===== config.mk =====
export PLATFORM = sky130hd
export DESIGN_NAME = bb3_ctrl
export DESIGN_NICKNAME = d
export VERILOG_FILES = /design/src/rtl/bb3_pkg.sv /design/src/rtl/bb3_ctrl.sv
export SDC_FILE = /design/constraint.sdc
export NUM_CORES = 1
export LEC_CHECK = 0
export BUFFER_PORTS_ARGS = -buffer_cell sky130_fd_sc_hd__buf_2
export CAP_MARGIN = 20
export CORE_ASPECT_RATIO = 1.75
export CORE_MARGIN = 2
export CORE_UTILIZATION = 63
export DETAILED_ROUTE_END_ITERATION = 10
export PLACE_DENSITY = 0.9
export RECOVER_POWER = 100
export SYNTH_ARGS = -nofsm -noshare
export SYNTH_HDL_FRONTEND = slang
export SYNTH_SLANG_ARGS = --single-unit
export TNS_END_PERCENT = 30

===== constraint.sdc =====
create_clock -name clk_i -period 15 [get_ports clk_i]
set_input_delay 3 -clock clk_i [delete_from_list [all_inputs] [get_ports clk_i]]
set_output_delay 3 -clock clk_i [all_outputs]
set_load 0.01 [all_outputs]

===== src/rtl/bb3_pkg.sv =====
package bb3_pkg;

  localparam int unsigned PIX_W       = 8;
  localparam int unsigned WIDTH_W     = 11;
  localparam int unsigned HEIGHT_W    = 12;
  localparam int unsigned ROW_W       = 13;
  localparam int unsigned SUM_W       = 12;
  localparam int unsigned CFG_INDEX_W = 1;
  localparam int unsigned CFG_DATA_W  = 12;

  localparam logic [WIDTH_W-1:0]  WIDTH_RESET  = 11'd640;
  localparam logic [HEIGHT_W-1:0] HEIGHT_RESET = 12'd480;

  // floor(s / 9) == (s * 7282) >> 16 for every 3x3 sum of 8-bit pixels
  localparam int unsigned RECIP_W     = 13;
  localparam int unsigned RECIP_SHIFT = 16;
  localparam logic [RECIP_W-1:0] RECIP_NINE = 13'd7282;

  typedef enum logic [CFG_INDEX_W-1:0] {
    REG_FRAME_WIDTH  = 1'b0,
    REG_FRAME_HEIGHT = 1'b1
  } cfg_reg_e;

  typedef logic [PIX_W-1:0] pixel_t;

  typedef struct packed {
    pixel_t top;
    pixel_t mid;
  } line_pair_t;

  typedef struct packed {
    pixel_t top;
    pixel_t mid;
    pixel_t bot;
  } column_t;

  typedef struct packed {
    logic emit;
    logic last;
    logic use_l;
    logic use_r;
    logic use_t;
    logic use_b;
  } tap_ctrl_t;

endpackage


===== src/rtl/bb3_ctrl.sv =====
module bb3_ctrl #(
  parameter int unsigned MAX_WIDTH = 1024
) (
  input  logic                              clk_i,
  input  logic                              rst_ni,
  input  logic [bb3_pkg::WIDTH_W-1:0]       cfg_width_i,
  input  logic [bb3_pkg::HEIGHT_W-1:0]      cfg_height_i,
  input  logic                              accept_i,
  output logic [$clog2(MAX_WIDTH)-1:0]      addr_o,
  output bb3_pkg::tap_ctrl_t                taps_o
);

  localparam int unsigned CW = $clog2(MAX_WIDTH);
  localparam int unsigned EW = $clog2(MAX_WIDTH + 1);
  localparam int unsigned XW = EW + 1;
  localparam int unsigned RW = bb3_pkg::ROW_W;

  logic [EW-1:0] eff_w;
  logic [RW-1:0] eff_h;
  logic [CW-1:0] col_q, col_d, col0, xc;
  logic [RW-1:0] row_q, row_d, row0, yc;
  logic [XW-1:0] col_inc;
  logic          restart;
  logic          emit;
  logic          last;

  always_comb begin
    if (cfg_width_i == '0) begin
      eff_w = EW'(1);
    end else if (32'(cfg_width_i) > 32'(MAX_WIDTH)) begin
      eff_w = EW'(MAX_WIDTH);
    end else begin
      eff_w = EW'(cfg_width_i);
    end
    eff_h = (cfg_height_i == '0) ? RW'(1) : RW'(cfg_height_i);
  end

  always_comb begin
    restart = (XW'(col_q) >= XW'(eff_w)) || (row_q > eff_h + RW'(1));
    col0    = restart ? '0 : col_q;
    row0    = restart ? '0 : row_q;

    // center of the window sits one column behind the arriving item
    if (col0 != '0) begin
      emit = (row0 != '0);
      xc   = col0 - CW'(1);
      yc   = row0 - RW'(1);
    end else begin
      emit = (row0 >= RW'(2));
      xc   = CW'(eff_w - EW'(1));
      yc   = row0 - RW'(2);
    end
    emit = emit && (yc < eff_h);
    last = (XW'(xc) + XW'(1) == XW'(eff_w)) && (yc + RW'(1) == eff_h);

    taps_o.emit  = emit;
    taps_o.last  = last;
    taps_o.use_l = (xc != '0);
    taps_o.use_r = (XW'(xc) + XW'(1) < XW'(eff_w));
    taps_o.use_t = (yc != '0);
    taps_o.use_b = (yc + RW'(1) < eff_h);
    addr_o       = col0;

    col_inc = XW'(col0) + XW'(1);
    col_d   = col_q;
    row_d   = row_q;
    if (accept_i) begin
      if (emit && last) begin
        col_d = '0;
        row_d = '0;
      end else if (col_inc >= XW'(eff_w)) begin
        col_d = '0;
        row_d = row0 + RW'(1);
      end else begin
        col_d = CW'(col_inc);
        row_d = row0;
      end
    end
  end

  always_ff @(posedge clk_i or negedge rst_ni) begin
    if (!rst_ni) begin
      col_q <= '0;
      row_q <= '0;
    end else begin
      col_q <= col_d;
      row_q <= row_d;
    end
  end

endmodule


==> metrics.yaml, run 1 <==
synth_seq_area_share_pct: 11.7
core_mm2: 0.00757
tns_ns: 0
filler_cell_count: 664
numCtsBuffers: 3
dieHeight_um: 121
cts_tree: "built"
drt_iter0_drc: 562
port_buffers: 41
worstSetupPathType: "input pin to primary output"
avgSynthCellArea_um2: 7.48
grt_pass1_wl_mm: 26.0
yosys.cell_types.count: 74
syn_to_final_growth_pct: 4.85
post-cts-setup-buffer-count: 0
hold_start: "row_q[12]$_DFFE_PN0P_"
gr-total-overflow: 0
worstPathMaxFanout: 16
routed_wl_mm: 16.1
slowest_delay_ns: 0.51
wl_per_cell_um: 21.1
maxSlewViolCount: 0
timing.final.crit_share_pct: 94.5
htreeDepth: 1
slew_headroom_pct: 16.5
crit_path_start_kind: "input pin"
yosysWarningCount: 0
yosys.area.top_type_share_pct: 21.2
drt_pass1_iterations: 6
r2r-start: "row_q[3]$_DFFE_PN0P_"
post-dp-hpwl_mm: 12.8
gp_congestion: 1.07
cts_buffer_depth: 2
yosysMostFrequentCell: "ha_1"
drtAntennaViolNets: 0
timing.hold.ws_ns: 0.626
vias: 5391
holdBufCountCts: 0
fp-row-count: 42
status: "finished clean"
drive_above_1_share_pct: 6.97
syn_nets: 764
insertedDiodeCount: 0
synth_common_cells: "83 x ha_1, 58 x nand2_1, 49 x nor2_1, 41 x inv_1, 32 x nand3_1"
max_freq_mhz: 70.6
grt.total_usage_pct: 37.9
layout_min_cycle_time_ns: 14.17
synth_edf_count: 0
grt_max_degree: 24
synth.area.top_cells: "ha_1 21%, dfrtp_1 12%, xnor2_1 5.5%, nand2_1 4.4%, nor2_1 3.8%"
crit_required_ns: 12.00
post-place-ws_ns: 1.04
grt_setup_unrepaired: "no"
clkTransAtPathRegs_ns: 0.06
syn_inst: 655
holdCritPathClass: "flip-flop to flip-flop"
ys_ff_latch: 23
synth_area_leader_cell: "ha_1"
syn_area_mm2: 0.00490
crit_path_end_kind: "primary output"
root_buffer: "clkbuf_16"
multi_input_area_mm2: 0.00400
fp.dieArea_mm2: 0.00852
drc: 0
cts_repair_resize_count: 0
setup_viol: 0
ff_latch_area_um2: 576
ioPinCount: 42
fp.dieW_um: 70.7
vias_per_cell: 7.07
clock_skew_ns: 0.00350
slowest_stage: "a21boi_1"
drv_cap: 0
post-route-worst-setup-slack_ns: 0.829
synth_flop_cell: "dfrtp_1"
path_common_cell: "nor2_1"
grt_pass1_vias: 5394
arrival_ns: 11.17
cp-startpoint: "cfg_height_i[1]"
clock_sinks: 23
start_util_pct: 64.7
clk_latency_ns: 0.26
antenna_found_initial: 0
ys_async_sr_fraction_pct: 100
max_slew.worst_pin.slew_ns: 1.25
hold_viol: 0
fin_nets: 784
[cells in the final DEF, fill, tap and decap left out, types with 6 or more instances in the layout]
master,Yosys,routed
a211oi_1,6,6
a21oi_1,26,27
a22o_1,11,11
a31oi_1,13,13
and2_1,7,7
and3_1,12,12
and4_1,6,6
buf_2,3,28
clkbuf_1,19,14
dfrtp_1,23,23
ha_1,83,83
inv_1,41,41
nand2_1,58,58
nand2b_1,6,6
nand3_1,32,32
nand4_1,16,16
nor2_1,49,49
nor2b_1,14,14
nor3_1,20,21
nor4_1,11,11
o211ai_1,6,6
o21a_1,10,10
o21ai_0,30,30
o31ai_1,11,12
or4_1,6,6
xnor2_1,31,31
xor2_1,19,19
[flip-flops by register name, summed over array words and instances, names as in the netlist]
signal / count
row_q: 13
col_q: 10
[area by class of cell]
cell class / count / area share (%)
multi-input cells: 560 / 77.9
clock buffers: 4 / 1.53
inverters: 43 / 3.14
repair buffers: 44 / 4.12
well taps: 88 / 2.14
flip-flops and latches: 23 / 11.2
[worst paths after layout]
path | end | slack [ns] | cells after the start
max | taps_o[4] | 0.83 | 39
min | row_q[12]$_DFFE_PN0P_ | 0.63 | 2
max reg2reg | col_q[5]$_DFFE_PN0P_ | 6.65 | 30
min reg2reg | row_q[12]$_DFFE_PN0P_ | 0.63 | 2
max in group asynchronous | row_q[0]$_DFFE_PN0P_ | 11.27 | 1
min in group asynchronous | col_q[0]$_DFFE_PN0P_ | 2.99 | 1
[critical path: cells and delay by family]
| family | cells | cell delay, ns |
|---|---|---|
| simple gates | 23 | 3.92 |
| compound gates | 7 | 2.13 |
| fa+ha+maj | 4 | 1.33 |
| buf+inv | 3 | 0.49 |
| xor+xnor | 2 | 0.31 |
[routing by layer]
layer	share of wire, %	vias up	track usage (%)
met2	50	303	68.9
met5	0	-	0
li1	-	2481	-
met4	8.7	0	26.7
met3	6.0	104	3.67
met1	35	2503	39.9
[kinds of logic after synthesis]
| logic type | after synthesis | synth area share, % |
|---|---|---|
| AOI/OAI and AO/OA | 162 | 23.2 |
| xor gates and xnor gates | 50 | 8.94 |
| adders and majority gates | 83 | 21.2 |
| buffers and inverters | 72 | 6.13 |
| DFF | 23 | 11.7 |
| muxes | 2 | 0.434 |
| and+or+nand+nor | 263 | 28.3 |
[through the flow]
stage,cells,utilization (%),cell area [um^2]
detailed placement,758,67.4,5100
global route,762,67.9,5140
global placement,758,67.4,5100
floorplan,655,-,4900
CTS,762,68.4,5180
finish,762,67.9,5140
Power of run 1 is left out: the tool's default activity adds up to more than one toggle a clock period on the data nets, which glitch-free logic cannot reach.
==> run 2: changes to the inputs <==
ABC_AREA = 1   (was unset)
PLACE_DENSITY = 0.87   (was 0.9)
==> metrics.yaml, run 2 <==
status: "finished clean"
crit_required_ns: 12.00
slew_headroom_pct: 15.6
drtAntennaViolNets: 0
holdBufCountCts: 0
regMostFlops: "row_q"
setup_viol: 0
final_common_cell: "nand2_1"
ir_worst_vdd_mv: 0.246
fin_nets: 1048
wl_per_cell_um: 14.9
synth_common_cells: "276 x nand2_1, 144 x inv_1, 109 x nor2_1, 83 x ha_1, 47 x nand3_1"
path_common_cell: "nand2_1"
leakagePower_nw: 3.28
layout_min_cycle_time_ns: 13.39
synth_flop_cell: "dfrtp_1"
tns_ns: 0
clockPowerShare_pct: 4.2
crit_path_start_kind: "input pin"
routed_wl_mm: 15.7
root_buffer: "clkbuf_16"
p_int_mw: 0.565
ys_async_sr_fraction_pct: 100
numCtsBuffers: 3
timing.final.crit_share_pct: 89.2
yosysMostFrequentCell: "nand2_1"
grt_pass1_vias: 5764
hold_viol: 0
drt_iter0_drc: 278
yosys.cell_types.count: 47
gr-total-overflow: 0
worstPathMaxFanout: 23
fp.dieArea_mm2: 0.00943
yosys.area.top_type_share_pct: 19.1
clkTransAtPathRegs_ns: 0.07
grt_pass1_wl_mm: 26.1
gp_congestion: 1.04
clk_latency_ns: 0.26
yosysWarningCount: 0
drv_cap: 0
drt_pass1_iterations: 5
vias_per_cell: 5.59
port_buffers: 41
final_cell_mix: "278 x nand2_1, 145 x inv_1, 111 x nor2_1"
synth.area.top_cells: "ha_1 19%, nand2_1 19%, dfrtp_1 11%, inv_1 9.9%, nor2_1 7.5%"
crit_path_end_kind: "primary output"
p_per_area_mw_per_mm2: 254
p_seq_share_pct: 6.1
reg_top3: "row_q x13, col_q x10"
synth_seq_area_share_pct: 10.6
post-route-worst-setup-slack_ns: 1.61
grt.total_usage_pct: 35.1
synth_area_leader_cell: "ha_1"
power.total_mw: 1.45
largest_reg_flops: 13
syn_to_final_growth_pct: 4.92
grt_setup_unrepaired: "no"
swShare_pct: 61.1
max_freq_mhz: 74.7
cts_tree: "built"
drc: 0
worstSetupPathType: "input pin to primary output"
fp.dieW_um: 74.3
htreeDepth: 1
max_slew.worst_pin.slew_ns: 1.27
drive_above_1_share_pct: 9.28
start_util_pct: 65.1
filler_cell_count: 811
cts_buffer_depth: 2
core_mm2: 0.00837
maxSlewViolCount: 0
switchingPower_mw: 0.885
clock_skew_ns: 0.00238
antenna_found_initial: 0
holdCritPathClass: "flip-flop to flip-flop"
vias: 5884
syn_inst: 905
syn_area_mm2: 0.00545
post-dp-hpwl_mm: 12.5
slowest_delay_ns: 0.82
ioPinCount: 42
slowest_stage: "nand2_1"
insertedDiodeCount: 0
arrival_ns: 10.39
combPwrFrac_pct: 89.7
syn_nets: 1014
timing.hold.ws_ns: 0.485
cts_repair_resize_count: 0
grt_max_degree: 33
ys_ff_latch: 23
clock_sinks: 23
post-place-ws_ns: 2.43
dieHeight_um: 127
post-cts-setup-buffer-count: 0
synth_edf_count: 0
avgSynthCellArea_um2: 6.02
fp-row-count: 44
## run 2: power groups by stage
stage	Sequential, mW	Combinational (mW)	Clock [mW]
after floorplan	0.0850	1.10	0
after global placement	0.0886	1.26	0
after CTS	0.0876	1.29	0.0611
after detailed placement	0.0888	1.28	0
final	0.0884	1.30	0.0605
after global routing	0.0900	1.49	0.0636
## run 2: kinds of logic after synthesis
family | count (synthesis) | synth area share (%)
buffers and inverters | 166 | 12.7
AOI/OAI and AO/OA | 73 | 8.34
adders and majority gates | 83 | 19.1
DFF | 23 | 10.6
xor gates and xnor gates | 38 | 6.25
and+or+nand+nor | 522 | 43.1
## run 2: metal layers
| metal | track usage, % | wire, um |
|---|---|---|
| met3 | 6.47 | 879 |
| met4 | 25.6 | 1360 |
| met2 | 62.2 | 7940 |
| met1 | 35.0 | 5490 |
| met5 | 0 | 0 |
## run 2: critical path, delay by kind of cell
family,cells,cell delay (ns)
adder cells (fa/ha/maj),4,1.08
buffers and inverters,12,0.99
AND/OR/NAND/NOR,35,5.31
## run 2: metrics by stage
| step | instance area (um^2) | std cells | utilization, % |
|---|---|---|---|
| detailed placement | 5680 | 1049 | 67.9 |
| CTS | 5770 | 1053 | 68.9 |
| global placement | 5680 | 1049 | 67.9 |
| global route | 5710 | 1053 | 68.3 |
| finish | 5710 | 1053 | 68.3 |
| floorplan | 5450 | 905 | - |
## run 2: area by class of cell
cell class / count / area, um^2 / share of cell area (%)
inverter: 153 / 574 / 10.1
tap: 115 / 144 / 2.52
multi-input combinational: 716 / 4140 / 72.4
timing repair buffer: 42 / 199 / 3.48
sequential: 23 / 576 / 10.1
clock inverter: 1 / 7.51 / 0.131
clock buffer: 3 / 75.1 / 1.31
## run 2: final timing paths
path	cells after the start	startpoint	endpoint	slack [ns]
min in group asynchronous	1	rst_ni	row_q[2]$_DFFE_PN0P_	2.99
max in group asynchronous	1	rst_ni	col_q[3]$_DFFE_PN0P_	11.26
worst min-delay path	2	col_q[0]$_DFFE_PN0P_	col_q[0]$_DFFE_PN0P_	0.48
worst min register to register	2	col_q[0]$_DFFE_PN0P_	col_q[0]$_DFFE_PN0P_	0.48
worst max-delay path	51	cfg_height_i[2]	taps_o[4]	1.61
worst max register to register	36	row_q[4]$_DFFE_PN0P_	col_q[4]$_DFFE_PN0P_	7.31
Power figures use the tool's default switching activity.
==> run 3: changes to the inputs <==
BUFFER_PORTS_ARGS = unset   (was -buffer_cell sky130_fd_sc_hd__buf_2)
CORE_UTILIZATION = 65   (was 63)
DONT_BUFFER_PORTS = 1   (was unset)
PLACE_DENSITY = 0.85   (was 0.87)
REMOVE_ABC_BUFFERS = 1   (was unset)
==> metrics.yaml, run 3 (synthesis gave the netlist of run 2 again) <==
status: "finished clean"
leakagePower_nw: 3.14
holdCritPathClass: "flip-flop to flip-flop"
cts_tree: "built"
hold_viol: 0
clkTransAtPathRegs_ns: 0.06
antenna_found_initial: 0
routed_wl_mm: 15.3
wl_per_cell_um: 15.5
cts_repair_resize_count: 0
grt_pass1_wl_mm: 24.6
drt_pass1_iterations: 5
design_area_mm2: 0.00548
gr-total-overflow: 0
max_freq_mhz: 73.9
fin_nets: 1006
slew_headroom_pct: 25.2
grt.total_usage_pct: 34.1
drv_cap: 0
largest_reg_flops: 13
hold_end: "row_q[0]$_DFFE_PN0P_"
vias: 5646
final_common_cell: "nand2_1"
worstRegToRegCells: 36
post-dp-hpwl_mm: 13.0
placedInstanceArea_mm2: 0.00544
timing.hold.ws_ns: 0.488
gp_congestion: 1.01
worstPathMaxFanout: 23
reg2reg_to: "row_q[8]$_DFFE_PN0P_"
stdcell_count: 988
tns_ns: 0
slowest_delay_ns: 0.68
slowest_stage: "nand2_1"
hold_start: "row_q[0]$_DFFE_PN0P_"
crit_path_start_kind: "input pin"
dieHeight_um: 125
grt_pass1_vias: 5459
setup_viol: 0
timing.final.crit_share_pct: 90.3
maxSlewViolCount: 0
clock_skew_ns: 0.00203
filler_cell_count: 818
post-place-ws_ns: 2.02
syn_to_final_growth_pct: 0.643
port_buffers: 0
vias_per_cell: 5.71
core_mm2: 0.00820
reg_top3: "row_q x13, col_q x10"
post-route-worst-setup-slack_ns: 1.46
final_cell_mix: "278 x nand2_1, 145 x inv_1, 112 x nor2_1"
grt_setup_unrepaired: "no"
fp.dieArea_mm2: 0.00915
regMostFlops: "row_q"
path_common_cell: "nand2_1"
clk_latency_ns: 0.27
root_buffer: "clkbuf_16"
whs_path_depth: 2
power.total_mw: 1.44
insertedDiodeCount: 0
drc: 0
arrival_ns: 10.54
crit_path_end_kind: "primary output"
ioPinCount: 42
post-cts-setup-buffer-count: 0
clock_sinks: 23
ir_worst_vdd_mv: 0.220
drtAntennaViolNets: 0
grt_max_degree: 33
ff2ff_setup_slack_ns: 7.15
fp-row-count: 44
start_util_pct: 66.4
fp.dieW_um: 73.2
max_slew.worst_pin.slew_ns: 1.12
crit_required_ns: 12.00
htreeDepth: 1
r2r-start: "row_q[4]$_DFFE_PN0P_"
dp.cells: 984
cts_buffer_depth: 2
numCtsBuffers: 3
final_util_pct: 66.8
p_per_area_mw_per_mm2: 263
worstSetupPathType: "input pin to primary output"
holdBufCountCts: 0
drt_iter0_drc: 255
drive_above_1_share_pct: 6.14
layout_min_cycle_time_ns: 13.54
## run 3: metal layers
metal  part of all wire (%)  global-route usage [%]  routed length, um
met1                     32                    30.5               4920
met2                     55                    66.1               8380
met3                    4.5                    2.50                695
met4                    8.7                    25.4               1340
met5                      0                       0                  0
## run 3: worst max path at each step
stage,startpoint,cells past startpoint,endpoint
after floorplan,cfg_height_i[2],49,taps_o[4]
after global placement,cfg_height_i[2],49,taps_o[4]
after detailed placement,cfg_height_i[2],49,taps_o[4]
after CTS,cfg_height_i[2],49,taps_o[4]
after global routing,cfg_height_i[2],49,taps_o[4]
final,cfg_height_i[2],49,taps_o[4]
## run 3: final cells by class
cell class	instances	area, um^2	area share, %
inverters	153	574	10.5
well taps	92	115	2.10
multi-input cells	716	4140	75.5
clock inverters	1	5.00	0.0913
flip-flops and latches	23	576	10.5
clock buffers	3	75.1	1.37
## run 3: critical path: cells and delay by family
kind,cells,cell delay [ns]
fa+ha+maj,4,1.01
compound gates,1,0.14
simple gates,35,5.63
buf+inv,9,0.70
## run 3: report_power, final
| part | total (mW) | internal (mW) | switching [mW] |
|---|---|---|---|
| Sequential | 0.0882 | 0.0737 | 0.0145 |
| Clock | 0.0599 | 0.0360 | 0.0239 |
| Combinational | 1.29 | 0.443 | 0.849 |
| Total | 1.44 | 0.553 | 0.888 |
