## src/rtl/bb3_pkg.sv

```systemverilog
package bb3_pkg;

  localparam int unsigned PIX_W       = 8;
  localparam int unsigned WIDTH_W     = 11;
  localparam int unsigned HEIGHT_W    = 12;
  localparam int unsigned ROW_W       = 13;
  localparam int unsigned SUM_W       = 12;
  localparam int unsigned CFG_INDEX_W = 1;
  localparam int unsigned CFG_DATA_W  = 12;

  localparam logic [WIDTH_W-1:0]  WIDTH_RESET  = 11'd640;
  localparam logic [HEIGHT_W-1:0] HEIGHT_RESET = 12'd480;

  // floor(s / 9) == (s * 7282) >> 16 for every 3x3 sum of 8-bit pixels
  localparam int unsigned RECIP_W     = 13;
  localparam int unsigned RECIP_SHIFT = 16;
  localparam logic [RECIP_W-1:0] RECIP_NINE = 13'd7282;

  typedef enum logic [CFG_INDEX_W-1:0] {
    REG_FRAME_WIDTH  = 1'b0,
    REG_FRAME_HEIGHT = 1'b1
  } cfg_reg_e;

  typedef logic [PIX_W-1:0] pixel_t;

  typedef struct packed {
    pixel_t top;
    pixel_t mid;
  } line_pair_t;

  typedef struct packed {
    pixel_t top;
    pixel_t mid;
    pixel_t bot;
  } column_t;

  typedef struct packed {
    logic emit;
    logic last;
    logic use_l;
    logic use_r;
    logic use_t;
    logic use_b;
  } tap_ctrl_t;

endpackage

```

## src/rtl/bb3_window.sv

```systemverilog
module bb3_window #(
  parameter int unsigned AW = 10
) (
  input  logic                            clk_i,
  input  logic                            rst_ni,
  input  logic                            accept_i,
  input  logic [AW-1:0]                   addr_i,
  input  bb3_pkg::pixel_t                 pixel_i,
  input  bb3_pkg::tap_ctrl_t              taps_i,
  input  bb3_pkg::line_pair_t             rd_i,
  output logic                            ready_o,
  output logic                            wr_en_o,
  output logic [AW-1:0]                   wr_addr_o,
  output bb3_pkg::line_pair_t             wr_data_o,
  input  logic                            s2_ready_i,
  output logic                            s2_valid_o,
  output logic [bb3_pkg::SUM_W-1:0]       s2_sum_o,
  output logic                            s2_last_o
);

  localparam int unsigned SW = bb3_pkg::SUM_W;

  logic                  s1_v_q, s1_v_d;
  logic [AW-1:0]         s1_addr_q;
  bb3_pkg::pixel_t       s1_pix_q;
  bb3_pkg::tap_ctrl_t    s1_taps_q;
  bb3_pkg::column_t      hist_q [2];
  bb3_pkg::column_t      col_new;
  logic                  s2_v_q, s2_v_d;
  logic [SW-1:0]         s2_sum_q;
  logic                  s2_last_q;
  logic [SW-1:0]         win_sum;
  logic                  s1_adv, s2_adv, s1_move;

  function automatic logic [SW-1:0] col_sum(bb3_pkg::column_t col, logic use_t,
                                            logic use_b);
    logic [SW-1:0] s;
    s = SW'(col.mid);
    if (use_t) s = s + SW'(col.top);
    if (use_b) s = s + SW'(col.bot);
    return s;
  endfunction

  always_comb begin
    s2_adv  = !s2_v_q || s2_ready_i;
    s1_adv  = !s1_v_q || s2_adv;
    s1_move = s1_v_q && s1_adv;
    ready_o = s1_adv;

    col_new.top = rd_i.top;
    col_new.mid = rd_i.mid;
    col_new.bot = s1_pix_q;

    win_sum = col_sum(hist_q[1], s1_taps_q.use_t, s1_taps_q.use_b);
    if (s1_taps_q.use_l) win_sum = win_sum + col_sum(hist_q[0], s1_taps_q.use_t,
                                                     s1_taps_q.use_b);
    if (s1_taps_q.use_r) win_sum = win_sum + col_sum(col_new, s1_taps_q.use_t,
                                                     s1_taps_q.use_b);

    wr_en_o       = s1_move;
    wr_addr_o     = s1_addr_q;
    wr_data_o.top = rd_i.mid;
    wr_data_o.mid = s1_pix_q;

    s1_v_d = s1_adv ? accept_i : s1_v_q;
    s2_v_d = s2_adv ? (s1_v_q && s1_taps_q.emit) : s2_v_q;
  end

  always_ff @(posedge clk_i or negedge rst_ni) begin
    if (!rst_ni) begin
      s1_v_q    <= 1'b0;
      s2_v_q    <= 1'b0;
      hist_q[0] <= '0;
      hist_q[1] <= '0;
    end else begin
      s1_v_q <= s1_v_d;
      s2_v_q <= s2_v_d;
      if (s1_move) begin
        hist_q[0] <= hist_q[1];
        hist_q[1] <= col_new;
      end
    end
  end

  always_ff @(posedge clk_i) begin
    if (s1_adv) begin
      s1_addr_q <= addr_i;
      s1_pix_q  <= pixel_i;
      s1_taps_q <= taps_i;
    end
    if (s2_adv) begin
      s2_sum_q  <= win_sum;
      s2_last_q <= s1_taps_q.last;
    end
  end

  assign s2_valid_o = s2_v_q;
  assign s2_sum_o   = s2_sum_q;
  assign s2_last_o  = s2_last_q;

endmodule

```

## config.mk

```make
export PLATFORM = sky130hd
export DESIGN_NAME = bb3_window
export DESIGN_NICKNAME = d
export VERILOG_FILES = /design/src/rtl/bb3_pkg.sv /design/src/rtl/bb3_window.sv
export SDC_FILE = /design/constraint.sdc
export NUM_CORES = 1
export LEC_CHECK = 0
export BUFFER_PORTS_ARGS = -buffer_cell sky130_fd_sc_hd__buf_4
export CAP_MARGIN = 20
export CORE_ASPECT_RATIO = 1.25
export CORE_UTILIZATION = 45
export CTS_CLUSTER_DIAMETER = 150
export DETAILED_ROUTE_END_ITERATION = 8
export PLACE_DENSITY_LB_ADDON = 0.25
export SYNTH_ARGS = -nofsm -noshare
export SYNTH_HDL_FRONTEND = slang
export SYNTH_SLANG_ARGS = --single-unit
```

## constraint.sdc

```tcl
create_clock -name clk_i -period 7.73 [get_ports clk_i]
set_clock_uncertainty 0.05 [all_clocks]
set_input_delay 2.319 -clock clk_i [delete_from_list [all_inputs] [get_ports clk_i]]
set_output_delay 2.319 -clock clk_i [all_outputs]
set_load 0.01 [all_outputs]
```

==> impl_metrics.yaml, run 1 <==
run_status:
  status: "complete, no violations"
yosys:
  synth-main-ff-cell: "dfrtp_1"
  syn-num-nets: 753
  syn_area_mm2: 0.00662
  synth_seq_cells: 87
  yosysSeqAreaShare_pct: 35.7
  synth-async-reset-ratio_pct: 57.5
  ys_types: 65
  synthCells: 632
  ys_warn_count: 0
  synth-edff-count: 37
  syn_avg_cell_area_um2: 10.5
clocking:
  clkSinkCount: 87
  cts_hold_buf: 0
  cts_setup_buffers: 0
  cts_made_buffers: 9
  cts_tree: "done"
  clkLatencyLatePin_ns: 0.35
  cts_resized: 0
  clockBufferDepth: 2
  cts-root-buf: "clkbuf_16"
  htree_levels: 3
  path_clk_slew_ns: 0.07
pwr:
  seqPwrFrac_pct: 20.5
  p_leak_nw: 3.35
  p_int_mw: 1.95
  ir_drop_mv: 0.262
  p_comb_share_pct: 66.6
  clkPwrFrac_pct: 12.9
  netSwitchingPower_mw: 1.48
  p_per_area_mw_per_mm2: 448
  switching_share_pct: 43.1
floorplanning:
  die_y_um: 138
  start_util_pct: 46.1
  core_mm2: 0.0143
  die_x_um: 110
  pin_count: 86
  rows: 49
  die-area_mm2: 0.0152
placement:
  portBuffers: 85
  dp_cells: 872
  dp.final_hpwl_mm: 12.5
  place_area_mm2: 0.00735
  place.gp.congestion: 0.861
sta:
  grt_setup_unrepaired: "no"
  finalSetupViolations: 0
  period_share_pct: 85.4
  final_hold_viol_count: 0
  whs_ns: 0.384
  slew_headroom_pct: 41.1
  tightest_slew_ns: 0.883
  fmax_mhz: 152
  slew_violations: 0
  min_period_ns: 6.60
  fin_setup_tns_ns: 0
detailed_routing:
  wl_per_cell_um: 18.0
  routed_wl_mm: 16.0
  wl_met1_mm: 6.85
  vias: 5071
  drt_iter0_drc: 219
  antenna_left: 0
  met3_length_um: 433
  highest_layer: "met4"
  drtPass1Iterations: 5
  routed-wl-met2_mm: 8.22
  vias_per_cell: 5.71
  drc: 0
finish:
  final_cell_mix: "buf_4 (88), mux2_2 (76), ha_1 (69)"
  finalNetCount: 826
  final_util_pct: 53.4
  mostFrequentLayoutCell: "buf_4"
  drive_gt1_share_pct: 28.0
  final_area_mm2: 0.00766
  antennaDiodeCount: 0
  instances_no_fill: 888
  area_growth_pct: 15.7
global_route:
  grt_max_degree: 51
  overflow: 0
  grt_pass1_vias: 4986
  grtUsageTotal_pct: 21.3
  antenna_found_initial: 0
  grt_pass1_wl_mm: 25.2
setup_path:
  crit_path_max_fanout: 4
  critPathMaxStageDelay_ns: 0.40
  worstReg2RegEnd: "s2_sum_o[10]"
  crit_arrival_ns: 6.77
  cp_slowest_cell: "fa_1"
  path_delay_family: "compound AO/OA/AOI/OAI gates"
  crit_required_ns: 7.90
  cpMostUsedCell: "ha_1"
  reg2reg_depth: 23
  criticalPathCategory: "primary input to flip-flop"
  path_cells: "buf_4 > ha_1 > fa_1 > a21o_1 > a21oi_1 > o21bai_1 > a21oi_1 > xnor2_1 > mux2_2 > ha_1 > nand2_1 > o21ai_0 > xor2_1 > mux2_2 > ha_1 > o21a_1 > nor2_1 > a211oi_1 > nor2_1 > a2111o_1 > nand3_1"
  r2r-start: "hist_q[32]"
  critPathLaunchType: "primary input"
  critical_path_buf_inv_count: 1
  crit_path_end_kind: "flip-flop"
  reg2reg_slack_ns: 1.17
hold_path:
  hold_path_end: "s2_last_o"
  hold_start: "s1_taps_q[4]"
  hold_depth: 0
  hold_path.class: "flip-flop to flip-flop"
flow_run:
  maxCapViolations: 0
==> synthesized netlist by cell type, drive strengths merged, types with 2 or more instances <==
cell type | count | share of area, %
a21o | 18 | 2.1
nor2 | 39 | 2.2
dfrtp | 50 | 19
fa | 8 | 2.4
mux2i | 2 | 0.30
nand2b | 7 | 0.66
o21ai | 41 | 3.2
nand3b | 2 | 0.23
o31ai | 6 | 0.68
nor2b | 10 | 0.95
nor4 | 2 | 0.19
o211ai | 3 | 0.34
o21bai | 6 | 0.68
a2111o | 2 | 0.34
a211oi | 13 | 1.6
buf | 12 | 1.3
o21a | 14 | 1.6
inv | 27 | 1.5
o311ai | 2 | 0.26
a21oi | 41 | 3.2
nand2 | 40 | 2.3
xnor2 | 32 | 4.2
ha | 69 | 13
edfxtp | 37 | 17
mux2 | 78 | 13
or2 | 2 | 0.19
clkbuf | 14 | 0.95
a31o | 2 | 0.26
xor2 | 7 | 0.93
nand3 | 5 | 0.38
and2 | 2 | 0.19
a221o | 2 | 0.30
a21boi | 6 | 0.68
nor3 | 11 | 0.83
or4 | 2 | 0.23
or3 | 3 | 0.36
==> state kept, by name, indices dropped and copies added (netlist names) <==
signal	cells
hist_q	48
s1_pix_q	8
s1_taps_q	6
s1_v_q	1
s2_last_o	1
s2_sum_o	12
s2_valid_o	1
wr_addr_o	10
==> per-stage QoR <==
stage                     setup slack, ns  power (mW)
after CTS                            1.17        3.43
after detailed placement            0.844        2.96
final                                1.13        3.43
after global placement              0.943        2.89
after global routing                0.664        3.71
after floorplan                      1.37        2.46
==> final cells by class <==
class	instances	area (µm²)
inverter	27	101
multi-input combinational	492	4010
clock inverter	7	77.6
timing repair buffer	88	661
clock buffer	9	225
tap	178	223
sequential	87	2360
fill	1299	6690
==> kinds of logic after synthesis <==
family | after synthesis | share of synthesized area, %
flops | 87 | 35.7
compound gates | 168 | 17.1
fa+ha+maj | 78 | 15.6
mux | 80 | 13.6
buf+inv | 53 | 3.78
simple gates | 127 | 8.98
xor+xnor | 39 | 5.16
==> power groups by stage <==
stage / registers (mW) / clock network [mW] / logic, mW
floorplan: 0.699 / 0 / 1.76
global placement: 0.711 / 0 / 2.18
detailed placement: 0.714 / 0 / 2.24
CTS: 0.705 / 0.451 / 2.27
global route: 0.717 / 0.467 / 2.53
finish: 0.703 / 0.441 / 2.28
==> how the worst max path moves through the flow <==
stage / cells after the start / from / slack (ns) / endpoint
after global routing: 26 / hist_q[8] / 0.66 / s2_sum_o[10]
after CTS: 21 / rd_i[0] / 1.17 / s2_sum_o[10]
after detailed placement: 21 / rd_i[0] / 0.84 / s2_sum_o[10]
after floorplan: 20 / rd_i[0] / 1.37 / s2_sum_o[9]
after global placement: 21 / rd_i[0] / 0.94 / s2_sum_o[10]
final: 21 / rd_i[0] / 1.13 / s2_sum_o[10]
==> layer usage <==
metal	vias up	track usage, %
li1	2463	-
met1	2472	25.6
met2	106	38.4
met3	30	2.42
met4	0	9.78
met5	-	0
Note: power is estimated with default switching activity, not from simulation.
==> run 2, diff against run 1 <==
--- a/config.mk
+++ b/config.mk
@@ -5,6 +5,7 @@
 export SDC_FILE = /design/constraint.sdc
 export NUM_CORES = 1
 export LEC_CHECK = 0
+export ABC_AREA = 1
 export BUFFER_PORTS_ARGS = -buffer_cell sky130_fd_sc_hd__buf_4
 export CAP_MARGIN = 20
 export CORE_ASPECT_RATIO = 1.25
==> impl_metrics.yaml, run 2 <==
run_status:
  status: "complete, no violations"
finish:
  multi_input_area_mm2: 0.00368
  fillers: 1360
  final_cell_mix: "nand2_1 (237), buf_4 (89), inv_1 (86)"
  mostFrequentLayoutCell: "nand2_1"
  final_area_mm2: 0.00759
  ff_latch_area_mm2: 0.00236
  drive_gt1_share_pct: 16.6
  largest-register: "hist_q"
  largest_register_ffs: 48
  finalNetCount: 1005
  final_util_pct: 54.2
  instances_no_fill: 1064
  area_growth_pct: 16.3
  antennaDiodeCount: 0
detailed_routing:
  routed_wl_mm: 15.6
  wl_per_cell_um: 14.6
  vias_per_cell: 5.15
  antenna_left: 0
  drc: 0
  vias: 5475
  drtPass1Iterations: 5
  drt_iter0_drc: 212
clocking:
  clockBufferDepth: 2
  path_clk_slew_ns: 0.07
  cts_hold_buf: 0
  cts-root-buf: "clkbuf_16"
  htree_levels: 3
  cts_tree: "done"
  cts_made_buffers: 9
  cts_setup_buffers: 0
  clkLatencyLatePin_ns: 0.35
  cts_resized: 0
  clkSinkCount: 87
pwr:
  power.total_mw: 2.49
  p_comb_share_pct: 54.6
  p_leak_nw: 3.83
  netSwitchingPower_mw: 1.06
  p_per_area_mw_per_mm2: 328
  clkPwrFrac_pct: 19.2
  p_int_mw: 1.43
  switching_share_pct: 42.5
  seqPwrFrac_pct: 26.2
  ir_drop_mv: 0.204
yosys:
  ys_warn_count: 0
  synth_area_leader_cell: "dfrtp_1"
  syn_area_mm2: 0.00653
  synth-edff-count: 37
  syn-num-nets: 934
  synthCells: 813
  synth_most_common_cell: "nand2_1"
  synth-async-reset-ratio_pct: 57.5
  yosysSeqAreaShare_pct: 36.2
  synth_top_area_share_pct: 19.2
  syn_avg_cell_area_um2: 8.03
  synth_common_cells: "nand2_1 (237), inv_1 (86), o21ai_0 (73)"
  synthTopCellsByArea: "dfrtp_1 (19%), edfxtp_1 (17%), nand2_1 (14%)"
  ys_types: 43
  synth_seq_cells: 87
  synth-main-ff-cell: "dfrtp_1"
global_route:
  grt_pass1_vias: 5258
  overflow: 0
  grt_max_degree: 54
  grtUsageTotal_pct: 22.2
  grt_pass1_wl_mm: 25.2
  antenna_found_initial: 0
sta:
  slew_violations: 0
  finalSetupViolations: 0
  tightest_slew_ns: 0.987
  period_share_pct: 77.6
  min_period_ns: 6.00
  fin_setup_tns_ns: 0
  fmax_mhz: 167
  final_hold_viol_count: 0
  slew_headroom_pct: 34.1
  grt_setup_unrepaired: "no"
setup_path:
  crit_path_max_fanout: 32
  crit_path_end_kind: "flip-flop"
  critPathMaxStageDelay_ns: 0.91
  critPathLaunchType: "flip-flop"
  crit_arrival_ns: 6.05
  criticalPathCategory: "flip-flop to flip-flop"
  crit_required_ns: 7.79
  cpMostUsedCell: "a21oi_1"
  cp_slowest_cell: "edfxtp_1"
placement:
  place_area_mm2: 0.00727
  place.gp.congestion: 0.838
  dp_cells: 1048
  portBuffers: 85
  dp.final_hpwl_mm: 12.2
floorplanning:
  die-area_mm2: 0.0150
  pin_count: 86
  die_y_um: 137
  die_x_um: 110
  start_util_pct: 46.6
  rows: 48
  core_mm2: 0.0140
hold_path:
  hold_path.class: "flip-flop to flip-flop"
flow_run:
  maxCapViolations: 0
## run 2: changes by cell type in the layout (fill, tap and decap cells not counted), sizes merged, moves of 8 or more
cell and delta:
xor2 +13, o21a -13, mux2 -78, o21ai +50, nand3 +27, nor2b -10
inv +60, nor3 -8, nand2 +210, a211oi -12, a21o -15, a31oi +11
xnor2 -18
## run 2: layout make-up
| class | instances | share of cell area [%] |
|---|---|---|
| inverter | 90 | 4.45 |
| clock inverter | 6 | 1.22 |
| sequential | 87 | 31.1 |
| timing repair buffer | 89 | 8.80 |
| tap | 175 | 2.88 |
| multi-input combinational | 607 | 48.5 |
| clock buffer | 10 | 3.02 |
## run 2: kinds of logic after synthesis
logic type,Yosys count,share of synthesized area (%)
fa+ha+maj,77,15.7
flops,87,36.2
xor+xnor,34,4.68
buf+inv,119,7.48
simple gates,338,22.1
compound gates,158,13.9
## run 2: power by group through the flow
stage                     Clock [mW]  Combinational, mW  Sequential [mW]
after floorplan                    0               1.03            0.662
after global placement             0               1.34            0.660
after detailed placement           0               1.36            0.663
after CTS                      0.489               1.37            0.654
after global routing           0.507               1.57            0.664
final                          0.480               1.36            0.653
## run 2: through the flow
step	hold slack (ns)	setup slack [ns]
2_1_floorplan	0.350	1.91
3_3_place_gp	0.357	1.52
3_5_place_dp	0.369	1.44
4_1_cts	0.387	1.73
5_1_grt	0.394	1.32
6_report	0.380	1.73
## run 2: path summary, 6_finish.rpt
path / startpoint / end / slack [ns] / depth (start not counted)
max in group asynchronous: rst_ni / hist_q[36] / 5.25 / 1
hold reg to reg: s1_taps_q[4] / s2_last_o / 0.38 / 0
setup reg to reg: s1_taps_q[1] / s2_sum_o[10] / 1.73 / 27
min in group asynchronous: rst_ni / hist_q[37] / 1.94 / 1
hold / removal: s1_taps_q[4] / s2_last_o / 0.38 / 0
setup / recovery: s1_taps_q[1] / s2_sum_o[10] / 1.73 / 27
## run 2: routing by layer
metal / vias up / share of wire [%] / global-route usage (%)
li1: 2812 / - / -
met5: - / 0 / 0
met4: 0 / 1.5 / 6.74
met3: 16 / 2.9 / 2.48
met1: 2559 / 45 / 28.3
met2: 88 / 51 / 39.2
## run 2: critical path: cells and delay by family, from the launching register on
kind	cells	cell delay [ns]
compound gates	12	2.13
xor+xnor	2	0.24
fa+ha+maj	3	1.09
buf+inv	3	0.83
flops	1	0.91
simple gates	7	0.49
==> run 3, diff against run 2 <==
==> constraint.sdc (replaced) <==
create_clock -name clk_i -period 5.7 [get_ports clk_i]
set_clock_uncertainty 0.05 [all_clocks]
set_input_delay 1.71 -clock clk_i [delete_from_list [all_inputs] [get_ports clk_i]]
set_output_delay 1.71 -clock clk_i [all_outputs]
set_load 0.01 [all_outputs]
==> impl_metrics.yaml, run 3 (synthesis results as in run 2) <==
run_status:
  status: "complete, no violations"
pwr:
  switching_share_pct: 43.4
  p_leak_nw: 3.85
  ir_drop_mv: 0.224
  p_int_mw: 1.91
  seqPwrFrac_pct: 26.0
  p_comb_share_pct: 55.2
  clkPwrFrac_pct: 18.8
  netSwitchingPower_mw: 1.47
  p_per_area_mw_per_mm2: 444
setup_path:
  crit_path_end_kind: "flip-flop"
  critical_path_buf_inv_count: 2
  criticalPathCategory: "primary input to flip-flop"
  r2r-start: "hist_q[16]"
  critPathMaxStageDelay_ns: 0.41
  cpMostUsedCell: "a21oi_1"
  crit_path_start: "rd_i[0]"
  critPathLaunchType: "primary input"
  path_delay_family: "compound AO/OA/AOI/OAI gates"
  crit_arrival_ns: 5.39
  crit_required_ns: 5.77
  cp_slowest_cell: "fa_1"
  crit_path_max_fanout: 4
sta:
  min_period_ns: 5.33
  tightest_slew_ns: 0.667
  fin_setup_tns_ns: 0
  final_hold_viol_count: 0
  finalSetupViolations: 0
  whs_ns: 0.404
  slew_headroom_pct: 55.6
  period_share_pct: 93.5
  slew_violations: 0
  grt_setup_unrepaired: "no"
  fmax_mhz: 188
finish:
  largest-register: "hist_q"
  drive_gt1_share_pct: 17.1
  final_cell_mix: "nand2_1 (237), buf_4 (93), inv_1 (86)"
  mostFrequentLayoutCell: "nand2_1"
  finalNetCount: 1009
  antennaDiodeCount: 0
  largest_register_ffs: 48
  area_growth_pct: 16.7
detailed_routing:
  wl_per_cell_um: 14.8
  drc: 0
  drt_iter0_drc: 207
  vias: 5507
  routed_wl_mm: 15.8
  vias_per_cell: 5.16
  drtPass1Iterations: 5
  antenna_left: 0
hold_path:
  hold_start: "s1_taps_q[4]"
  hold_path.class: "flip-flop to flip-flop"
global_route:
  grtUsageTotal_pct: 22.2
  grt_pass1_wl_mm: 25.2
  grt_pass1_vias: 5309
  antenna_found_initial: 0
  overflow: 0
  grt_max_degree: 51
floorplanning:
  core_mm2: 0.0140
  die_y_um: 137
  pin_count: 86
  die-area_mm2: 0.0150
  start_util_pct: 46.6
  rows: 48
  die_x_um: 110
clocking:
  htree_levels: 3
  clockBufferDepth: 2
  cts_resized: 0
  path_clk_slew_ns: 0.07
  cts_hold_buf: 0
  clkLatencyLatePin_ns: 0.36
  cts-root-buf: "clkbuf_16"
  cts_made_buffers: 9
  cts_setup_buffers: 0
  clkSinkCount: 87
  cts_tree: "done"
flow_run:
  maxCapViolations: 0
placement:
  portBuffers: 85
  place.gp.congestion: 0.828
  dp.final_hpwl_mm: 12.4
[run 3: changes by cell type in the layout (fill, tap and decap cells not counted)]
cell       delta
buf_4         +4
bufinv_16     -1
clkbuf_1      -1
clkinv_2      -1
clkinv_4      +1
clkinv_8      +1
inv_6         +1
o21ai_0       -2
o21ai_1       +2
[run 3: final cells by class]
type,count,area (µm²)
well taps,175,219
inverters,90,338
clock inverters,7,91.3
flip-flops and latches,87,2360
fillers,1328,6380
multi-input cells,607,3680
clock buffers,9,225
repair buffers,93,698
[run 3: final timing paths]
kind	endpoint	slack, ns	cells past startpoint
max	s2_sum_o[10]	0.37	25
min	s2_last_o	0.40	0
max reg2reg	s2_sum_o[11]	0.49	27
min reg2reg	s2_last_o	0.40	0
max in group asynchronous	hist_q[6]	3.82	1
min in group asynchronous	hist_q[37]	1.32	1
[run 3: stage by stage]
step | cell area, µm² | util, % | instances | power [mW] | setup slack, ns
floorplan | 6530 | - | 813 | 2.30 | 0.489
global placement | 7300 | 52.2 | 1052 | 2.71 | 0.125
detailed placement | 7300 | 52.2 | 1052 | 2.75 | 0.0403
CTS | 7620 | 54.4 | 1068 | 3.40 | 0.405
global route | 7620 | 54.4 | 1068 | 3.70 | 0.00589
finish | 7620 | 54.4 | 1068 | 3.38 | 0.373
[run 3: power by group through the flow]
| stage | sequential (mW) | combinational [mW] | clock [mW] |
|---|---|---|---|
| 6_report | 0.880 | 1.87 | 0.635 |
| 3_3_place_gp | 0.890 | 1.82 | 0 |
| 5_1_grt | 0.899 | 2.13 | 0.670 |
| 3_5_place_dp | 0.894 | 1.86 | 0 |
| 4_1_cts | 0.882 | 1.87 | 0.648 |
| 2_1_floorplan | 0.898 | 1.40 | 0 |
[run 3: layer usage]
| layer | wire (µm) | global-route usage, % |
|---|---|---|
| met1 | 6960 | 27.6 |
| met2 | 8110 | 39.5 |
| met3 | 469 | 2.86 |
| met4 | 249 | 6.81 |
| met5 | 0 | 0 |
